`src/hdl/led_blink_pattern_engine_top_assert.svh`:
```
// Assertion macros shared by the LED blink pattern engine RTL.
`ifndef LED_BLINK_PATTERN_ENGINE_TOP_ASSERT_SVH
`define LED_BLINK_PATTERN_ENGINE_TOP_ASSERT_SVH

// Condition must hold at every clock edge out of reset.
`define LBPE_ASSERT_ALWAYS(label, cond, msg) \
	label: assert property (@(posedge clk) disable iff (!arst_n) (cond)) else $error(msg);

// Antecedent in this cycle implies consequent in the same cycle.
`define LBPE_ASSERT_IMPL(label, ante, cons, msg) \
	label: assert property (@(posedge clk) disable iff (!arst_n) (ante) |-> (cons)) \
		else $error(msg);

// Antecedent in this cycle implies consequent in the next cycle.
`define LBPE_ASSERT_NEXT(label, ante, cons, msg) \
	label: assert property (@(posedge clk) disable iff (!arst_n) (ante) |=> (cons)) \
		else $error(msg);

`endif

```
`src/hdl/lbpe_pkg.sv`:
```
// Types and constants of the LED blink pattern engine.
package lbpe_pkg;

	localparam int unsigned PerW  = 16;
	localparam int unsigned RunW  = 20;
	localparam int unsigned AddrW = 3;

	typedef logic [PerW-1:0] per_t;
	typedef logic [RunW-1:0] run_t;

	// Register indexes
	localparam logic [AddrW-1:0] RegSinglePeriod = 3'd0;
	localparam logic [AddrW-1:0] RegSlowPeriod   = 3'd1;
	localparam logic [AddrW-1:0] RegDoubleOn     = 3'd2;
	localparam logic [AddrW-1:0] RegDoubleGap    = 3'd3;
	localparam logic [AddrW-1:0] RegDoubleRest   = 3'd4;
	localparam logic [AddrW-1:0] RegRunTime      = 3'd5;

	// Register reset values
	localparam per_t RstSinglePeriod = 16'd1000;
	localparam per_t RstSlowPeriod   = 16'd2000;
	localparam per_t RstDoubleOn     = 16'd300;
	localparam per_t RstDoubleGap    = 16'd200;
	localparam per_t RstDoubleRest   = 16'd1000;
	localparam run_t RstRunTime      = 20'd60000;

	// Pattern codes
	localparam logic [1:0] PatSingle = 2'd0;
	localparam logic [1:0] PatDouble = 2'd1;
	localparam logic [1:0] PatSlow   = 2'd2;
	localparam logic [1:0] PatBad    = 2'd3;

	// Result status codes
	localparam logic [1:0] StStarted = 2'd0;
	localparam logic [1:0] StBusy    = 2'd1;
	localparam logic [1:0] StBadPat  = 2'd2;
	localparam logic [1:0] StTick    = 2'd3;

	// Double blink phases
	localparam logic [1:0] PhFlash1 = 2'd0;
	localparam logic [1:0] PhGap    = 2'd1;
	localparam logic [1:0] PhFlash2 = 2'd2;
	localparam logic [1:0] PhRest   = 2'd3;

	// Beat kind on the input side
	localparam logic ModeTick  = 1'b0;
	localparam logic ModeStart = 1'b1;

endpackage

```
`src/hdl/led_blink_pattern_engine_top.sv`:
```
// LED blink pattern engine: tick/start beats in, one status beat out per input beat.
//
// Each input beat is a 1 ms tick (s_tuser = 0) or a start command (s_tuser = 1) with
// a pattern code in s_tdata[1:0]: single blink, double blink or slow blink. Every
// input beat produces exactly one output beat with the LED level, a status code and
// the pattern-active flag. The engine takes one beat per clock whenever m_tready is
// high: the state update is a single pass of counter logic from the state registers
// into the result register, which shows the result the cycle after the beat is taken;
// s_tready drops only while the result register is full and m_tready is low. Configuration is
// written through cfg_we/cfg_addr/cfg_wdata while the engine is idle; the user must keep to
// this, the block does not enforce it. A value of zero acts as one; indexes above five are ignored.
module led_blink_pattern_engine_top
	import lbpe_pkg::*;
(
	input  logic             clk,
	input  logic             arst_n,
	// input stream
	input  logic             s_tvalid,
	output logic             s_tready,
	input  logic [7:0]       s_tdata,   // [1:0] pattern_code, [7:2] zero
	input  logic             s_tuser,   // [0] mode
	// output stream
	output logic             m_tvalid,
	input  logic             m_tready,
	output logic [7:0]       m_tdata,   // [0] led_on, [2:1] status, [3] pattern_active, [7:4] zero
	// configuration writes
	input  logic             cfg_we,
	input  logic [AddrW-1:0] cfg_addr,
	input  logic [RunW-1:0]  cfg_wdata
);

	// Configuration registers, held with zero already mapped to one
	per_t single_per_q, slow_per_q, dbl_on_q, dbl_gap_q, dbl_rest_q;
	run_t run_time_q;

	// Engine state
	logic       active_q, run_flag_q, led_q;
	logic [1:0] pattern_q, phase_q;
	per_t       wait_q;
	run_t       run_cnt_q;

	// Result register
	logic       out_valid_q;
	logic [3:0] out_data_q;

	// Next-state values
	logic       active_d, run_flag_d, led_d;
	logic [1:0] pattern_d, phase_d, status_d;
	per_t       wait_d, cfg_per;
	run_t       run_cnt_d, cfg_run;

	logic s_accept;

	assign s_tready = !out_valid_q || m_tready;
	assign s_accept = s_tvalid && s_tready;
	assign m_tvalid = out_valid_q;
	assign m_tdata  = {4'd0, out_data_q};

	assign cfg_per = (cfg_wdata[PerW-1:0] == '0) ? per_t'(1) : cfg_wdata[PerW-1:0];
	assign cfg_run = (cfg_wdata == '0) ? run_t'(1) : cfg_wdata;

	// Configuration write port
	always_ff @(posedge clk or negedge arst_n) begin
		if (!arst_n) begin
			single_per_q <= RstSinglePeriod;
			slow_per_q   <= RstSlowPeriod;
			dbl_on_q     <= RstDoubleOn;
			dbl_gap_q    <= RstDoubleGap;
			dbl_rest_q   <= RstDoubleRest;
			run_time_q   <= RstRunTime;
		end else if (cfg_we) begin
			case (cfg_addr)
				RegSinglePeriod: single_per_q <= cfg_per;
				RegSlowPeriod:   slow_per_q   <= cfg_per;
				RegDoubleOn:     dbl_on_q     <= cfg_per;
				RegDoubleGap:    dbl_gap_q    <= cfg_per;
				RegDoubleRest:   dbl_rest_q   <= cfg_per;
				RegRunTime:      run_time_q   <= cfg_run;
				default: ;
			endcase
		end
	end

	// Single-pass state update for one beat
	always_comb begin
		active_d   = active_q;
		run_flag_d = run_flag_q;
		led_d      = led_q;
		pattern_d  = pattern_q;
		phase_d    = phase_q;
		wait_d     = wait_q;
		run_cnt_d  = run_cnt_q;
		status_d   = StTick;

		if (s_tuser == ModeStart) begin
			if (active_q) begin
				status_d = StBusy;
			end else if (s_tdata[1:0] == PatBad) begin
				status_d = StBadPat;
			end else begin
				status_d   = StStarted;
				active_d   = 1'b1;
				run_flag_d = 1'b1;
				run_cnt_d  = run_time_q;
				pattern_d  = s_tdata[1:0];
				phase_d    = PhFlash1;
				if (s_tdata[1:0] == PatDouble) begin
					led_d  = 1'b1;
					wait_d = dbl_on_q;
				end else begin
					// first toggle happens at once: LED reads off
					led_d  = 1'b0;
					wait_d = (s_tdata[1:0] == PatSlow) ? slow_per_q : single_per_q;
				end
			end
		end else begin
			// run counter first
			if (run_flag_q) begin
				if (run_cnt_q <= run_t'(1)) begin
					run_flag_d = 1'b0;
					run_cnt_d  = '0;
				end else begin
					run_cnt_d = run_cnt_q - run_t'(1);
				end
			end
			// then the pattern wait, which sees the updated run flag
			if (active_q) begin
				if (wait_q <= per_t'(1)) begin
					if (pattern_q != PatDouble || phase_q == PhRest) begin
						if (!run_flag_d) begin
							// loop check failed: wind down
							led_d    = 1'b0;
							active_d = 1'b0;
							phase_d  = PhFlash1;
							wait_d   = '0;
						end else if (pattern_q != PatDouble) begin
							led_d  = !led_q;
							wait_d = (pattern_q == PatSlow) ? slow_per_q : single_per_q;
						end else begin
							led_d   = 1'b1;
							phase_d = PhFlash1;
							wait_d  = dbl_on_q;
						end
					end else begin
						case (phase_q)
							PhFlash1: begin
								led_d   = 1'b0;
								phase_d = PhGap;
								wait_d  = dbl_gap_q;
							end
							PhGap: begin
								led_d   = 1'b1;
								phase_d = PhFlash2;
								wait_d  = dbl_on_q;
							end
							default: begin
								led_d   = 1'b0;
								phase_d = PhRest;
								wait_d  = dbl_rest_q;
							end
						endcase
					end
				end else begin
					wait_d = wait_q - per_t'(1);
				end
			end
		end
	end

	// State registers
	always_ff @(posedge clk or negedge arst_n) begin
		if (!arst_n) begin
			active_q   <= 1'b0;
			run_flag_q <= 1'b0;
			led_q      <= 1'b0;
			pattern_q  <= PatSingle;
			phase_q    <= PhFlash1;
			wait_q     <= '0;
			run_cnt_q  <= '0;
		end else if (s_accept) begin
			active_q   <= active_d;
			run_flag_q <= run_flag_d;
			led_q      <= led_d;
			pattern_q  <= pattern_d;
			phase_q    <= phase_d;
			wait_q     <= wait_d;
			run_cnt_q  <= run_cnt_d;
		end
	end

	// Result register valid
	always_ff @(posedge clk or negedge arst_n) begin
		if (!arst_n) begin
			out_valid_q <= 1'b0;
		end else if (s_accept) begin
			out_valid_q <= 1'b1;
		end else if (m_tready) begin
			out_valid_q <= 1'b0;
		end
	end

	// Result register payload
	always_ff @(posedge clk) begin
		if (s_accept) begin
			out_data_q <= {active_d, status_d, led_d};
		end
	end

	`include "led_blink_pattern_engine_top_assert.svh"

	`LBPE_ASSERT_IMPL(a_led_off_idle, !active_q, !led_q, "LED lit while idle")
	`LBPE_ASSERT_IMPL(a_run_needs_active, run_flag_q, active_q, "run flag set while idle")
	`LBPE_ASSERT_IMPL(a_wait_nonzero, active_q, wait_q != '0, "active with zero wait")
	`LBPE_ASSERT_IMPL(a_phase_double, phase_q != PhFlash1, pattern_q == PatDouble, "phase moved outside double blink")
	`LBPE_ASSERT_NEXT(a_start_runs, s_accept && s_tuser == ModeStart && !active_q && s_tdata[1:0] != PatBad, active_q && run_flag_q, "valid start did not activate")

endmodule

```
`config.mk`:
```
export PLATFORM = sky130hd
export DESIGN_NAME = led_blink_pattern_engine_top
export DESIGN_NICKNAME = d
export VERILOG_FILES = /design/src/hdl/lbpe_pkg.sv /design/src/hdl/led_blink_pattern_engine_top.sv
export VERILOG_INCLUDE_DIRS = /design/src /design/src/hdl
export SDC_FILE = /design/constraint.sdc
export NUM_CORES = 1
export LEC_CHECK = 0
export BUFFER_PORTS_ARGS = -buffer_cell sky130_fd_sc_hd__buf_2
export CAP_MARGIN = 5
export CORE_UTILIZATION = 45
export DETAILED_ROUTE_END_ITERATION = 8
export PLACE_DENSITY_LB_ADDON = 0.05
export SYNTH_ARGS = -nofsm -noshare
export SYNTH_HDL_FRONTEND = slang
export SYNTH_SLANG_ARGS = --single-unit
```
`constraint.sdc`:
```
create_clock -name clk -period 2.1 [get_ports clk]
set_input_delay 0.21 -clock clk [delete_from_list [all_inputs] [get_ports clk]]
set_output_delay 0.21 -clock clk [all_outputs]
set_load 0.01 [all_outputs]
```
* Word level (Yosys, flattened, before mapping)
Index checks and enable logic that the tools add are counted.
Storage, ports and cells: flip-flop bits (word level) 148, output and inout port bits 10
Cells by class: $add $sub $neg 2, order comparisons 2, eq/ne operators 16, mux-type cells 55, bitwise logic cells 3, reductions and logical operators 25
Operator list (count):
- $mux W16 | 12
- $mux W20 | 6
- $pmux W16 S2 | 1
- $mux W1 | 25
- $le A20 B1 Y1 const B | 1
- $logic_not A20 Y1 | 1
- $mux W2 | 10
- $sub A20 B1 Y20 const B | 1
- $le A16 B1 Y1 const B | 1
- $logic_not A16 Y1 | 1
- $sub A16 B1 Y16 const B | 1
- $reduce_and A2 Y1 | 6
- $reduce_and A4 Y1 | 3
- $eq A2 B2 Y1 const B | 4
- $reduce_bool A2 Y1 | 4
- $eq A3 B2 Y1 const B | 2
- $eq A3 B3 Y1 const B | 2
- $ne A2 B2 Y1 const B | 3
- $reduce_and A6 Y1 | 1
- $eq A2 B1 Y1 const B | 2
- $ne A4 B4 Y1 const B | 1
- $pmux W2 S2 | 1
- $eq A3 B1 Y1 const B | 1
- $logic_not A3 Y1 | 1
- 8 further kinds | 12

* Depth between registers and ports, before layout
depth in word-level cells 9, gate-level depth with buffers 8, gate-level depth less buffers 7

* Worst setup path before layout
Ideal clock, no wire load.
path type register to register, start register run_cnt_q[6], end register run_cnt_q[10], setup time 0.121 ns, data arrival time 2.061 ns, required time 1.979 ns, slack -0.082 ns, stages on the path, launching flop included 8, period minus slack after synthesis 2.182 ns, cell sequence dfrtp_1 > buf_6 > or4_4 > or3_4 > o21ai_4 > buf_6 > o31ai_1 > a22o_1
Between the ends: cells in the longest elaborated chain, start to end 4
RTL lines:
- from (decl) | line led_blink_pattern_engine_top.sv:40 | run_t run_cnt_q;
- from (signal assigned) | line led_blink_pattern_engine_top.sv:187 | run_cnt_q <= run_cnt_d;
- $sub A20 B1 Y20 / $le A20 B1 Y1 (equally long branches) | line led_blink_pattern_engine_top.sv:123, led_blink_pattern_engine_top.sv:119
- $mux W20 * | line led_blink_pattern_engine_top.sv:119 | if (run_cnt_q <= run_t'(1)) begin
- $mux W20 * | line led_blink_pattern_engine_top.sv:118 | if (run_flag_q) begin
- $mux W20 * | line led_blink_pattern_engine_top.sv:95 | if (s_tuser == ModeStart) begin
Mark *: on every way between the ends. The rest lies on a longest branch, timed or not. The select of a mux whose other input is x is not followed. A chain may end at the register's enable or synchronous reset.

* Worst setup path after layout
start register run_cnt_q[9], end register run_cnt_q[11]
Same word-level chain as after synthesis.

==> results.yml <==
run_status:
  outcome: "finished with violations"
  failed_checks: "negative setup slack"
critical_path:
  cp-start-kind: "flip-flop"
  critical_path_arrival_ps: 2480
  cp_data_required_time_ps: 2410
  crit_chain: "or4_4, or3_4, o21ai_4, buf_12, o41ai_1, a22o_1"
  worst_path_dominant_cell_family: "simple AND/OR/NAND/NOR gates"
  worst-setup-path-type: "reg -> reg"
  critPathSlowestCell: "sky130_fd_sc_hd__or4_4"
  worst_setup_path_end_kind: "flip-flop"
  critical_path.n_buffers_inverters: 1
  worst-path-max-fanout: 23
  crit_path_max_incr_delay_ps: 570
synth:
  ys_ff_latch: 148
  syn_inst: 804
  post_synth_xor_area_fraction_pct: 0.619
  synth_top_flop_cell: "sky130_fd_sc_hd__dfrtp_1"
  post_synth_most_frequent_cells: "sky130_fd_sc_hd__dfrtp_1 (112), sky130_fd_sc_hd__mux2_2 (111), sky130_fd_sc_hd__mux2i_1 (55), sky130_fd_sc_hd__a21oi_1 (45), sky130_fd_sc_hd__nor2_1 (40)"
  synth.distinct_cells: 72
  synth_compound_area_share_pct: 17.6
  synthesis.area_sq_um: 8490
  asyncSetResetFlopFracSynth_pct: 97.3
  synth-edff-count: 4
  synthesis.yosys.warnings: 0
  synthSimpleGateAreaFrac_pct: 11.6
  synth.area.top_cells: "sky130_fd_sc_hd__dfrtp_1 (33%), sky130_fd_sc_hd__mux2_2 (15%), sky130_fd_sc_hd__dfstp_2 (9.9%)"
  syn_area_per_cell_sq_um: 10.6
  synthMuxAreaShare_pct: 21.2
  sequential_share_of_the_synthesized_area_pct: 44.3
  main_combinational_cell_family_by_area_after_synthesis: "multiplexers"
  synth_top_area_share_pct: 33.0
  synth-adder-area-share_pct: 0.590
  yosys.cell_count.top_type: "sky130_fd_sc_hd__dfrtp_1"
  synth_area_leader_cell: "sky130_fd_sc_hd__dfrtp_1"
cts:
  cts_tree: "yes"
  clock-sinks: 148
  tritoncts.num_buffers: 17
  clock_latency_ps: 430
  maximum_count_of_clock_buffers_along_a_single_path: 2
  root_buffer: "sky130_fd_sc_hd__clkbuf_16"
  clk_pin_slew_ps: 70
  cts-htree-levels: 4
timing:
  setup_viol: 15
  unrepaired_setup_endpoints_after_global_routing: "yes"
  final.min_clock_period_ps: 2170
  max_clock_freq_mhz: 461
  post-route-period-util_pct: 103
  hold_violations: 0
  final.setup_skew_ps: 11.6
  slew_violations: 0
  final.setup.worst_slack_ps: -70.2
global_route:
  grt_start_max_net_pins: 51
  antenna_violations_before_repair: 0
  groute.usage.overall_pct: 27.2
  grt_pass1_wl_microns: 40300
  first_global_vias: 7085
  grt_remaining_overflow: 0
route:
  route.detailed.drc: 0
  routed_wire_length_per_instance_microns: 22.0
  detailedRoute.firstIterationViolations: 471
  drt_pass_1_iters: 5
  detailroute.via_count: 6951
  drtAntennaViolNets: 0
  via_per_inst: 6.07
  wl_microns: 25200
power:
  cellPowerDensity_nw_per_um2: 1000
  static-leakage-power_nw: 4.22
  ir_drop_mv: 0.765
floorplan:
  die-height_microns: 139
  die_width_microns: 139
  floorplan.die_area_sq_um: 19400
  core-area_sq_um: 18200
  start_util_pct: 46.6
  rows: 49
  floorplan.io_pins: 47
layout:
  final.fill_count: 1576
  final_net_count: 945
  final_core_util_pct: 57.3
  fraction_of_layout_instances_using_a_drive_strength_above_1_pct: 38.7
  syn_to_final_growth_pct: 23.0
  antenna-diode-count: 0
  finalNonFillerCells: 1146
job:
  cap_viol_max_count: 0
place:
  gp_congestion: 0.874
  dpl_worst_slack_ps: -113
  place_inst: 1112
  place.port_buffers: 36
  dp_hpwl_microns: 17800
hold_path:
  timing.hold.worst.class: "in -> reg"
where the power goes:
part	internal (mW)	leakage, nW	switching, mW
combinational	1.58	2.21	1.63
clock	1.69	0.291	1.38
sequential	3.64	1.72	0.516
total	6.92	4.22	3.53
final timing paths:
check | slack, ps | end | start | depth (start not counted)
max | -70 | run_cnt_q[11] | run_cnt_q[9] | 6
min | 20 | m_tvalid | s_tvalid | 2
max reg2reg | -70 | run_cnt_q[11] | run_cnt_q[9] | 6
min reg2reg | 500 | dbl_gap_q[0] | dbl_gap_q[0] | 2
max in group asynchronous | 1080 | dbl_rest_q[5] | arst_n | 3
min in group asynchronous | 270 | run_time_q[16] | arst_n | 2
timing repair:
action | in CTS | in global routing
hold buffers | 1 | 0
gates resized for setup | 26 | 37
endpoints found under the setup margin | 34 | 40
endpoints found under the hold margin | 37 | 0
setup buffers | 3 | 6
pin swaps | 8 | 12
through the flow:
step / cell area (sq um) / hold slack, ps / total power, mW / TNS, ps
finish: 10400 / 16.6 / 10.4 / -596
global route: 10400 / 20.1 / 11.0 / -2510
CTS: 10300 / 1.01 / 10.4 / -572
detailed placement: 9540 / 161 / 7.23 / -1820
global placement: 9540 / 164 / 7.11 / -909
floorplan: 8500 / -85.6 / 5.98 / -5.86
placed cells by master, fill, tap and decap left out, drive strengths merged, types with 3 or more instances in the layout:
cell	Yosys	routed
ha	4	4
a32oi	3	3
and3	6	6
o22ai	8	8
o22a	3	3
a2bb2oi	15	15
a32o	4	4
nand2	32	32
mux2	111	111
a22oi	5	5
nor2b	22	22
a211oi	38	38
a31oi	6	6
xnor2	4	4
conb	1	4
nor4	27	27
or4	3	3
a22o	9	9
mux2i	55	55
edfxtp	4	4
and2	3	3
o31ai	4	4
buf	22	135
clkbuf	36	17
o21ai	55	55
o2bb2ai	5	5
nor3	14	14
o41ai	5	5
nand3	8	8
a21oi	45	45
clkinv	2	6
dfrtp	112	112
dfstp	32	32
nand2b	6	6
inv	16	26
nor3b	4	4
nor2	41	41
cells by family (layout without fill, tap and decap cells):
family | after synthesis | in the layout
AO/OA/AOI/OAI | 223 | 223
AND/OR/NAND/NOR | 180 | 180
multiplexers | 166 | 166
flip-flops | 148 | 148
buffers and inverters | 76 | 186
XOR/XNOR | 6 | 6
adder cells (fa/ha/maj) | 4 | 4
other | 1 | 4
state kept, by name (all words and copies together) (netlist names):
| signal | count |
|---|---|
| run_cnt_q | 20 |
| run_time_q | 20 |
| dbl_gap_q | 16 |
| dbl_on_q | 16 |
| dbl_rest_q | 16 |
| single_per_q | 16 |
| slow_per_q | 16 |
| wait_q | 16 |
| out_data_q | 4 |
| pattern_q | 2 |
| phase_q | 2 |
| active_q | 1 |
| led_q | 1 |
| m_tvalid | 1 |
| run_flag_q | 1 |
routing by layer:
layer / global-route usage (%) / share of wire [%] / up-vias
met3: 4.78 / 4.9 / 24
li1: - / - / 3229
met2: 42.5 / 46 / 210
met4: 7.60 / 1.3 / 0
met1: 38.8 / 48 / 3488
met5: 0 / 0 / -
area by class of cell:
type                            count  area, sq um  area share [%]
Tap cell                          229          287            2.74
Multi-Input combinational cell    583         4660            44.6
Clock buffer                       17          425            4.07
Clock inverter                     15          159            1.52
Sequential cell                   148         3760            36.1
Timing Repair Buffer              136         1080            10.3
Inverter                           18         67.6           0.647
No activity file was read; power rests on OpenSTA's default activity.
